## config.mk

```make
export PLATFORM = sky130hd
export DESIGN_NAME = one_shot_timer_slot_table_flat
export DESIGN_NICKNAME = d
export VERILOG_FILES = /design/src/osts_pkg.sv /design/src/osts_if.sv /design/src/one_shot_timer_slot_table.sv /design/src/osts_front.sv /design/src/osts_back.sv /design/src/flat_wrapper.sv
export SDC_FILE = /design/constraint.sdc
export NUM_CORES = 1
export LEC_CHECK = 0
export BUFFER_PORTS_ARGS = -buffer_cell sky130_fd_sc_hd__buf_2
export CAP_MARGIN = 20
export CORE_MARGIN = 2
export CORE_UTILIZATION = 55
export CTS_CLUSTER_SIZE = 20
export DETAILED_ROUTE_END_ITERATION = 10
export PLACE_DENSITY = 0.72
export SKIP_LAST_GASP = 1
export SYNTH_ARGS = -nofsm -noshare
export SYNTH_HDL_FRONTEND = slang
export SYNTH_SLANG_ARGS = --single-unit
```

## constraint.sdc

```tcl
create_clock -name i_clk -period 6.15 [get_ports i_clk]
set_input_delay 1.23 -clock i_clk [delete_from_list [all_inputs] [get_ports i_clk]]
set_output_delay 1.23 -clock i_clk [all_outputs]
set_load 0.05 [all_outputs]
```

## src/osts_pkg.sv

```systemverilog
package osts_pkg;

    localparam int SLOTS  = 16;
    localparam int SLOT_W = (SLOTS > 1) ? $clog2(SLOTS) : 1;

    localparam logic [SLOT_W-1:0] LAST_IDX      = SLOT_W'(SLOTS - 1);
    localparam logic [7:0]        SLOT_ID_LIMIT = 8'(SLOTS);

    localparam logic [1:0] OP_REGISTER   = 2'd0;
    localparam logic [1:0] OP_UNREGISTER = 2'd1;
    localparam logic [1:0] OP_TICK       = 2'd2;

    localparam logic [1:0] ST_OK    = 2'd0;
    localparam logic [1:0] ST_FULL  = 2'd1;
    localparam logic [1:0] ST_RANGE = 2'd2;

    typedef enum logic [2:0] {
        K_REG,
        K_UNREG,
        K_TICK,
        K_NOP,
        K_RANGE
    } t_kind;

    typedef struct packed {
        t_kind              kind;
        logic [31:0]        duration;
        logic [SLOT_W-1:0]  idx;
        logic               notify;
    } t_entry;

endpackage

```

## src/osts_if.sv

```systemverilog
interface osts_cmd_if;
    logic        valid;
    logic        ready;
    logic [1:0]  op;
    logic [31:0] duration;
    logic [7:0]  slot_id;
    logic        notify;

    modport source (output valid, output op, output duration, output slot_id,
                    output notify, input ready);
    modport sink (input valid, input op, input duration, input slot_id,
                  input notify, output ready);
endinterface

interface osts_res_if;
    logic        valid;
    logic        ready;
    logic [1:0]  status;
    logic [3:0]  slot;
    logic [15:0] expired_mask;

    modport source (output valid, output status, output slot, output expired_mask,
                    input ready);
    modport sink (input valid, input status, input slot, input expired_mask,
                  output ready);
endinterface

```

## src/one_shot_timer_slot_table.sv

```systemverilog
// Table of 16 one-shot timer slots. A register item takes the lowest free slot
// (count zero, notify clear) and answers its number or a no-free-slot status; an
// unregister item clears one slot or answers out of range; a tick item decrements
// every nonzero count and answers a mask of the slots that ran out with notify
// set. Commands enter a two-item queue, so up to two can be taken while the
// table is busy and a result waits in the output register. The table is walked
// one slot per cycle by a single sequencer: a tick walks every slot, a register
// stops at the first free slot or at the last one, and an unregister or an unused
// opcode goes straight to its result without a walk. The table is cleared by reset.
module one_shot_timer_slot_table (
    input  logic       i_clk,
    input  logic       i_rst_n,
    osts_cmd_if.sink   i_cmd,
    osts_res_if.source o_res
);

    logic             q_valid;
    logic             q_pop;
    osts_pkg::t_entry q_entry;

    osts_front u_front (
        .i_clk     (i_clk),
        .i_rst_n   (i_rst_n),
        .i_cmd     (i_cmd),
        .i_pop     (q_pop),
        .o_q_valid (q_valid),
        .o_q_entry (q_entry)
    );

    osts_back u_back (
        .i_clk     (i_clk),
        .i_rst_n   (i_rst_n),
        .i_q_valid (q_valid),
        .i_q_entry (q_entry),
        .o_pop     (q_pop),
        .o_res     (o_res)
    );

endmodule

```

## src/osts_front.sv

```systemverilog
module osts_front (
    input  logic             i_clk,
    input  logic             i_rst_n,
    osts_cmd_if.sink         i_cmd,
    input  logic             i_pop,
    output logic             o_q_valid,
    output osts_pkg::t_entry o_q_entry
);

    osts_pkg::t_entry r_q [0:1];
    logic             r_wr_ptr;
    logic             r_rd_ptr;
    logic [1:0]       r_cnt;
    osts_pkg::t_entry n_entry;
    logic             push;
    logic             pop;

    // classify
    always_comb begin
        n_entry.duration = i_cmd.duration;
        n_entry.idx      = i_cmd.slot_id[osts_pkg::SLOT_W-1:0];
        n_entry.notify   = i_cmd.notify;
        case (i_cmd.op)
            osts_pkg::OP_REGISTER: begin
                n_entry.kind = osts_pkg::K_REG;
            end
            osts_pkg::OP_UNREGISTER: begin
                if (i_cmd.slot_id < osts_pkg::SLOT_ID_LIMIT) begin
                    n_entry.kind = osts_pkg::K_UNREG;
                end else begin
                    n_entry.kind = osts_pkg::K_RANGE;
                end
            end
            osts_pkg::OP_TICK: begin
                n_entry.kind = osts_pkg::K_TICK;
            end
            default: begin
                n_entry.kind = osts_pkg::K_NOP;
            end
        endcase
    end

    assign i_cmd.ready = (r_cnt != 2'd2);
    assign push        = i_cmd.valid && i_cmd.ready;
    assign pop         = i_pop && o_q_valid;
    assign o_q_valid   = (r_cnt != 2'd0);
    assign o_q_entry   = r_q[r_rd_ptr];

    always_ff @(posedge i_clk) begin
        if (!i_rst_n) begin
            r_wr_ptr <= 1'b0;
            r_rd_ptr <= 1'b0;
            r_cnt    <= 2'd0;
        end else begin
            if (push) begin
                r_q[r_wr_ptr] <= n_entry;
                r_wr_ptr      <= ~r_wr_ptr;
            end
            if (pop) begin
                r_rd_ptr <= ~r_rd_ptr;
            end
            if (push && !pop) begin
                r_cnt <= r_cnt + 2'd1;
            end else if (pop && !push) begin
                r_cnt <= r_cnt - 2'd1;
            end
        end
    end

endmodule

```

## src/osts_back.sv

```systemverilog
module osts_back (
    input  logic             i_clk,
    input  logic             i_rst_n,
    input  logic             i_q_valid,
    input  osts_pkg::t_entry i_q_entry,
    output logic             o_pop,
    osts_res_if.source       o_res
);

    typedef enum logic [1:0] {
        S_IDLE,
        S_WALK,
        S_DONE
    } t_state;

    t_state                        r_state;
    logic [31:0]                   r_count  [0:osts_pkg::SLOTS-1];
    logic [osts_pkg::SLOTS-1:0]    r_notify;
    logic [osts_pkg::SLOTS-1:0]    r_mask;
    logic [osts_pkg::SLOT_W-1:0]   r_idx;
    osts_pkg::t_entry              r_cur;
    logic [1:0]                    r_status;
    logic [3:0]                    r_slot;
    logic                          r_out_valid;
    logic [1:0]                    r_out_status;
    logic [3:0]                    r_out_slot;
    logic [15:0]                   r_out_mask;

    logic [31:0] cur_count;
    logic        cur_free;

    assign cur_count = r_count[r_idx];
    assign cur_free  = (cur_count == 32'd0) && !r_notify[r_idx];
    assign o_pop     = (r_state == S_IDLE) && i_q_valid;

    assign o_res.valid        = r_out_valid;
    assign o_res.status       = r_out_status;
    assign o_res.slot         = r_out_slot;
    assign o_res.expired_mask = r_out_mask;

    always_ff @(posedge i_clk) begin
        if (!i_rst_n) begin
            r_state     <= S_IDLE;
            r_out_valid <= 1'b0;
            r_notify    <= '0;
            for (int i = 0; i < osts_pkg::SLOTS; i++) begin
                r_count[i] <= 32'd0;
            end
        end else begin
            if (r_out_valid && o_res.ready && (r_state != S_DONE)) begin
                r_out_valid <= 1'b0;
            end
            case (r_state)
                S_IDLE: begin
                    if (i_q_valid) begin
                        r_cur    <= i_q_entry;
                        r_idx    <= '0;
                        r_mask   <= '0;
                        r_status <= (i_q_entry.kind == osts_pkg::K_RANGE) ?
                                    osts_pkg::ST_RANGE : osts_pkg::ST_OK;
                        r_slot   <= 4'd0;
                        case (i_q_entry.kind)
                            osts_pkg::K_REG, osts_pkg::K_TICK: begin
                                r_state <= S_WALK;
                            end
                            osts_pkg::K_UNREG: begin
                                r_count[i_q_entry.idx]  <= 32'd0;
                                r_notify[i_q_entry.idx] <= 1'b0;
                                r_state                 <= S_DONE;
                            end
                            osts_pkg::K_RANGE: begin
                                r_state  <= S_DONE;
                            end
                            default: begin
                                r_state <= S_DONE;
                            end
                        endcase
                    end
                end
                S_WALK: begin
                    if (r_cur.kind == osts_pkg::K_REG) begin
                        if (cur_free) begin
                            r_count[r_idx]  <= r_cur.duration;
                            r_notify[r_idx] <= r_cur.notify;
                            r_slot          <= 4'(r_idx);
                            r_state         <= S_DONE;
                        end else if (r_idx == osts_pkg::LAST_IDX) begin
                            r_status <= osts_pkg::ST_FULL;
                            r_state  <= S_DONE;
                        end else begin
                            r_idx <= r_idx + osts_pkg::SLOT_W'(1);
                        end
                    end else begin
                        if (cur_count != 32'd0) begin
                            r_count[r_idx] <= cur_count - 32'd1;
                            if (cur_count == 32'd1 && r_notify[r_idx]) begin
                                r_mask[r_idx]   <= 1'b1;
                                r_notify[r_idx] <= 1'b0;
                            end
                        end
                        if (r_idx == osts_pkg::LAST_IDX) begin
                            r_state <= S_DONE;
                        end else begin
                            r_idx <= r_idx + osts_pkg::SLOT_W'(1);
                        end
                    end
                end
                S_DONE: begin
                    if (!r_out_valid || o_res.ready) begin
                        r_out_valid  <= 1'b1;
                        r_out_status <= r_status;
                        r_out_slot   <= r_slot;
                        r_out_mask   <= 16'(r_mask);
                        r_state      <= S_IDLE;
                    end
                end
                default: begin
                    r_state <= S_IDLE;
                end
            endcase
        end
    end

endmodule
```

## src/flat_wrapper.sv

```systemverilog
// flat-port wrapper written by rule: the top's interface ports become plain ports
module one_shot_timer_slot_table_flat 
  (i_clk, i_rst_n, i_cmd_valid, i_cmd_op, i_cmd_duration, i_cmd_slot_id, i_cmd_notify, i_cmd_ready, o_res_valid, o_res_status, o_res_slot, o_res_expired_mask, o_res_ready);
  osts_cmd_if i_cmd_i ();
  osts_res_if o_res_i ();
  input  logic i_clk;
  input  logic i_rst_n;
  input wire logic [$bits(i_cmd_i.valid)-1:0] i_cmd_valid;
  input wire logic [$bits(i_cmd_i.op)-1:0] i_cmd_op;
  input wire logic [$bits(i_cmd_i.duration)-1:0] i_cmd_duration;
  input wire logic [$bits(i_cmd_i.slot_id)-1:0] i_cmd_slot_id;
  input wire logic [$bits(i_cmd_i.notify)-1:0] i_cmd_notify;
  output wire logic [$bits(i_cmd_i.ready)-1:0] i_cmd_ready;
  output wire logic [$bits(o_res_i.valid)-1:0] o_res_valid;
  output wire logic [$bits(o_res_i.status)-1:0] o_res_status;
  output wire logic [$bits(o_res_i.slot)-1:0] o_res_slot;
  output wire logic [$bits(o_res_i.expired_mask)-1:0] o_res_expired_mask;
  input wire logic [$bits(o_res_i.ready)-1:0] o_res_ready;
  assign i_cmd_i.valid = i_cmd_valid;
  assign i_cmd_i.op = i_cmd_op;
  assign i_cmd_i.duration = i_cmd_duration;
  assign i_cmd_i.slot_id = i_cmd_slot_id;
  assign i_cmd_i.notify = i_cmd_notify;
  assign i_cmd_ready = i_cmd_i.ready;
  assign o_res_valid = o_res_i.valid;
  assign o_res_status = o_res_i.status;
  assign o_res_slot = o_res_i.slot;
  assign o_res_expired_mask = o_res_i.expired_mask;
  assign o_res_i.ready = o_res_ready;
  one_shot_timer_slot_table u_core (.i_clk(i_clk), .i_rst_n(i_rst_n), .i_cmd(i_cmd_i), .o_res(o_res_i));
endmodule
```

== After elaboration in Yosys (flattened, before gate mapping) ==
Memories as Yosys holds them, arrays and structs flattened. A register that Yosys moved wholly into a read port is not among the register bits.
Index checks and enable logic that the tools add are counted.
Operators by class
  mux-type cells: 76
  bitwise gates (word level): 8
  equal/unequal tests: 25
  add/subtract/negate cells: 4
  reductions and logical operators: 36
  $lt $le $gt $ge: 5
Operators with widths (count)
  two-way mux 16 bit: 10
  two-way mux 32 bit: 3
  case mux 16 bit (2 select lines): 2
  OR reduction 32 bit: 2
  two-way mux 4 bit: 9
  bitwise AND 16 bit: 2
  == test 32 x 1 -> 1 bit, second input constant: 1
  logical NOT 32 bit: 1
  inverter 16 bit: 2
  nonzero test 32 bit: 1
  subtractor 32 x 1 -> 32 bit, second input constant: 1
  two-way mux 1 bit: 29
  two-way mux 2 bit: 13
  inequality test 2 bit, second input constant: 11
  AND reduction 6 bit: 3
  bitwise mux 16 bit: 1
  bitwise OR 16 bit: 1
  case mux 4 bit (2 select lines): 2
  inequality test 3 bit, second input constant: 4
  logical AND 1 bit: 11
  less-than comparator 4 x 5 -> 1 bit, second input constant: 2
  case mux 3 bit (3 select lines): 1
  demux 1 bit (select 4 bit): 2
  >= comparator 4 x 1 -> 1 bit, second input constant: 2
  other kinds (27): 38
Word-level totals
  register bits: 107
  bits in writable memories: 592
  word-level logic and storage cells: 172
  memories kept: 2
  input port bits: 47
  output and inout port bits: 24
Memory list
  u_core.u_back.r_count: depth 16, width 32, rd ports 1, clocked after memory_dff 1, wr ports 16, RTL line osts_back.sv:17  | logic [31:0] r_count [0:osts_pkg::SLOTS-1];
  u_core.u_front.r_q: depth 2, width 40, rd ports 1, clocked after memory_dff 1, wr ports 1, RTL line osts_front.sv:10  | osts_pkg::t_entry r_q [0:1];

== Logic depth before layout (Yosys ltp) ==
  word-level depth: 12
  gate-level depth with buffers: 20

== Cells and area by module ==
Synthesis repeated with hierarchy kept, for this count alone.
Unflattened totals
  cell total of the unflattened synthesis: 2202
  area total of the unflattened synthesis: 31646.6 µm²
Modules (own cells, without submodules)
  osts_back: instances 1, cells an instance 2046, sequential area each 18357.6 µm², area an instance 28508.6 µm²
  osts_front: instances 1, cells an instance 156, sequential area each 2502.4 µm², area an instance 3138.0 µm²

== Least setup slack after synthesis ==
Ideal clock, no wire load.
  path kind: flip-flop to flip-flop
  start: register (tool-made name)
  end: memory u_core.u_back.r_count[15][0] (enable)
  period minus slack after synthesis: 5.434 ns
  setup slack: 0.716 ns
  path buffers: 8
  data arrival time: 4.872 ns
  data required time: 5.589 ns
  setup time: 0.561 ns
  cell stages (with the launch flop): 17
  cell sequence: dfxtp_1 -> buf_6 -> buf_6 -> buf_4 -> buf_2 -> buf_4 -> buf_2 -> mux4_2 -> a21oi_1 -> nand3_1 -> a21oi_1 -> and3_1 -> a41oi_1 -> buf_4 -> o2111ai_1 -> clkbuf_1 -> nand3_1
RTL lines (RTL line)
  end: declaration: osts_back.sv:17

==> results.md <==
- Run status: complete, no violations
- Critical path's slowest cell: a22oi_1
- Worst setup EP type: register
- Antenna Cells: 0
- Int Pwr: 9644 uW
- Max frequency: 0.1796 GHz
- Simple-gate portion of the synthesized area: 4.625%
- Critical path data arrival time: 5.90 ns
- DRC violations left: 0
- Row count: 88
- Synth Register Bits: 704
- YS warnings: 0
- Cells after Synth: 2231
- Power Density: 388.7 mW/mm^2
- Final non-filler cell total: 3088
- Switching Share: 31.21%
- Net Count, Synth: 2286
- Ys flop type: edfxtp_1
- DRT Wirelength: 91440 um
- Design area: 0.03606 mm^2
- Share of the synthesized area in the top cell type: 63.60%
- GR Overflow Total: 0
- Pins over their slew limit: 0
- R2R depth: 13
- CP startpoint kind: register
- Total Die Area: 0.05998 mm^2
- Leading cell types by count after synthesis: edfxtp_1 (676), a21oi_1 (461), clkbuf_1 (172), a22oi_1 (140), mux4_2 (126)
- Vias in the first global route: 21.48k
- Cts hold-fix bufs: 0
- Synth area leader: edfxtp_1
- Final period util: 90.55%
- GP Congestion: 0.9457
- Post-CTS Setup Inserts: 0
- Initial antenna violation count: 1
- CP Cell Sequence: buf_4 -> buf_4 -> mux4_2 -> a22oi_1 -> or3b_2 -> nor2_1 -> buf_4 -> and3_1 -> a41oi_4 -> buf_4 -> a22oi_1 -> buf_4 -> a21oi_1
- Adder-cell share of the synthesized area: 0.3136%
- Unrepaired setup endpoints after global routing: no
- # IOs: 71
- Flop pwr share: 42.5%
- Clock sink total: 704
- Post-route ant nets: 0
- Hold Vio Cnt, Final: 0
- Main combinational cell family by area after synthesis: compound AO/OA/AOI/OAI gates
- Min Tclk post-route: 5.569 ns
- LEAKAGE: 0.01159 uW
- Slew @ Worst Pin: 1.160 ns
- CTS tree: done
- Top-count cell post-synth: edfxtp_1
- Synth area leaders: edfxtp_1 (64%), mux4_2 (8.9%), a21oi_1 (7.2%)
- Sequential-to-total area share from yosys stat: 65.35%
- Drt pass-1 iters: 7
- Final #Nets: 2319
- HP Class: reg2reg
- Vias: 21.93k
- Synth Cell Area: 0.03192 mm^2
- Proportion of layout cells with a drive suffix above 1: 23.59%
- Starting Density: 55.43%
- Die Wd: 244.9 um
- Comb power frac: 25.0%
- Final setup violating endpoints: 0
- Number of CTS-inserted buffers: 74
- Worst-case clock buffer depth: 3
- Kind of critical path: reg2reg
- Root buf cell: clkbuf_16
- Synth unique cells: 69
- Clk pwr share: 32.5%
- Compound-Gate Fraction of Synth Area: 14.22%
- Bufs and invs on worst path: 5
- Worst-path clk slew: 0.06 ns
- Max Cap Violations: 0
- Post-synth EDFFs: 676
- Crit path top cell by count: buf_4
- Fin Setup TNS: 0 ns
- First-pass GRT wire length: 135800 um
- Area growth syn-to-layout: 12.99%
- Critical path required time: 6.49 ns
- Largest net degree at the start of global routing: 58
- RR Endpoint: u_core.u_back.r_count[10][1]$_SDFFCE_PN0P_
- Gr usage total: 30.58%
- Total Power: 14020 uW
- Core Util, Final: 62.63%
- Critical Path Fanout Max: 19
- Max VDD drop: 0.3076 mV
- DR iter-0 viols: 3660
- DIE HEIGHT: 244.9 um
- Asr flop ratio synth: 0%
- Max-Slew Margin vs Limit: 22.67%
- Crit-path leading delay family: buffers and inverters
- Clock Skew: 0.03949 ns
- Post-Syn Area per Cell: 14.31 um^2
- Post-detail-place hpwl: 54400 um
- Max incr delay on CP: 0.95 ns
- Cells after DPL: 2952
- PortBufs: 70
- Post-DR wirelength/cell: 29.61 um
- R2R setup slack: 0.58 ns
- Post-synthesis mux area share: 11.39%
- Placed cell areas: 0.03358 mm^2
- H-tree depth: 3
- Worst-skew pair later-pin latency: 0.64 ns
- Post-CTS Resized: 0
- Xor and xnor area share after synthesis: 0.7957%
- Core footprint: 0.05759 mm^2
- CP endpoint: u_core.u_back.r_count[10][1]$_SDFFCE_PN0P_
- Instance count on the critical path: 13
- Via density: 7.100
- NetSw: 4375 uW
==> state kept, by name, summed over array words and instances (netlist names), 4 cells and up, named ones only <==
register,cells
u_core.u_back.r_mask,16
u_core.u_back.o_res.expired_mask,16
u_core.u_back.r_count,512
u_core.u_back.r_cur,36
u_core.u_back.r_idx,4
u_core.u_back.r_notify,16
u_core.u_front.r_q,80
u_core.u_back.r_slot,4
u_core.u_back.o_res.slot,4
==> per-layer routing <==
metal | vias to the layer above | share of wire, % | GRT usage (%) | wire length (um)
met5 | - | 0.011 | 0 | 10
met4 | 2 | 3.9 | 12.64 | 3548
met3 | 289 | 15 | 9.480 | 13260
met1 | 10910 | 36 | 41.13 | 32770
met2 | 1790 | 46 | 46.61 | 41840
li1 | 8931 | - | - | -
==> per-stage QoR <==
step                hold WS, ns  setup slack (ns)
floorplan                0.4003            0.7161
global placement         0.4005            0.7587
detailed placement       0.4080            0.6488
CTS                      0.4212            0.6231
global route             0.4357            0.3307
finish                   0.4203            0.5813
==> layout make-up <==
cell class	instances	area, um^2
Inverter	15	56.30
Timing Repair Buffer	194	1449
Multi-Input combinational cell	1275	10270
Clock buffer	86	1958
Clock inverter	49	503.0
Fill cell	4120	21520
Sequential cell	704	20870
Tap cell	765	957.2
==> kinds of logic after synthesis <==
group	Yosys count
adder cells (fa/ha/maj)	8
buffers and inverters	252
flip-flops	704
AND/OR/NAND/NOR	283
AO/OA/AOI/OAI	755
multiplexers	200
XOR/XNOR	29
==> power groups by stage <==
stage	Sequential, uW	Clock [uW]	Combinational (uW)
after floorplan	5900	0	2430
after global placement	6030	0	3330
after detailed placement	6050	0	3390
after CTS	5950	4580	3420
after global routing	5990	4750	3670
final	5960	4560	3500
==> worst min-delay path by stage <==
| stage | start | to | slack, ns | depth (start not counted) |
|---|---|---|---|---|
| global route | u_core.u_back.r_slot[1]$_SDFFCE_PN0P_ | u_core.u_back.o_res.slot[1]$_DFFE_PP_ | 0.44 | 0 |
| floorplan | u_core.u_back.r_slot[0]$_SDFFCE_PN0P_ | u_core.u_back.o_res.slot[0]$_DFFE_PP_ | 0.40 | 0 |
| global placement | u_core.u_back.r_status[1]$_SDFFCE_PP0P_ | u_core.u_back.o_res.status[1]$_DFFE_PP_ | 0.40 | 0 |
| detailed placement | u_core.u_back.r_slot[1]$_SDFFCE_PN0P_ | u_core.u_back.o_res.slot[1]$_DFFE_PP_ | 0.41 | 0 |
| finish | u_core.u_back.r_slot[1]$_SDFFCE_PN0P_ | u_core.u_back.o_res.slot[1]$_DFFE_PP_ | 0.42 | 0 |
| CTS | u_core.u_back.r_slot[1]$_SDFFCE_PN0P_ | u_core.u_back.o_res.slot[1]$_DFFE_PP_ | 0.42 | 0 |
==> cells in the final DEF, fill, tap and decap left out, types with 29 or more instances in the layout <==
master     count
nor2_1        51
o21ai_0       39
buf_2         71
mux2_2        45
buf_4        108
edfxtp_1     676
mux2i_1       29
clkbuf_16     75
a21oi_1      461
a22oi_1      140
mux4_2       126
nand2_1       84
(Power assumes the default switching activity.)
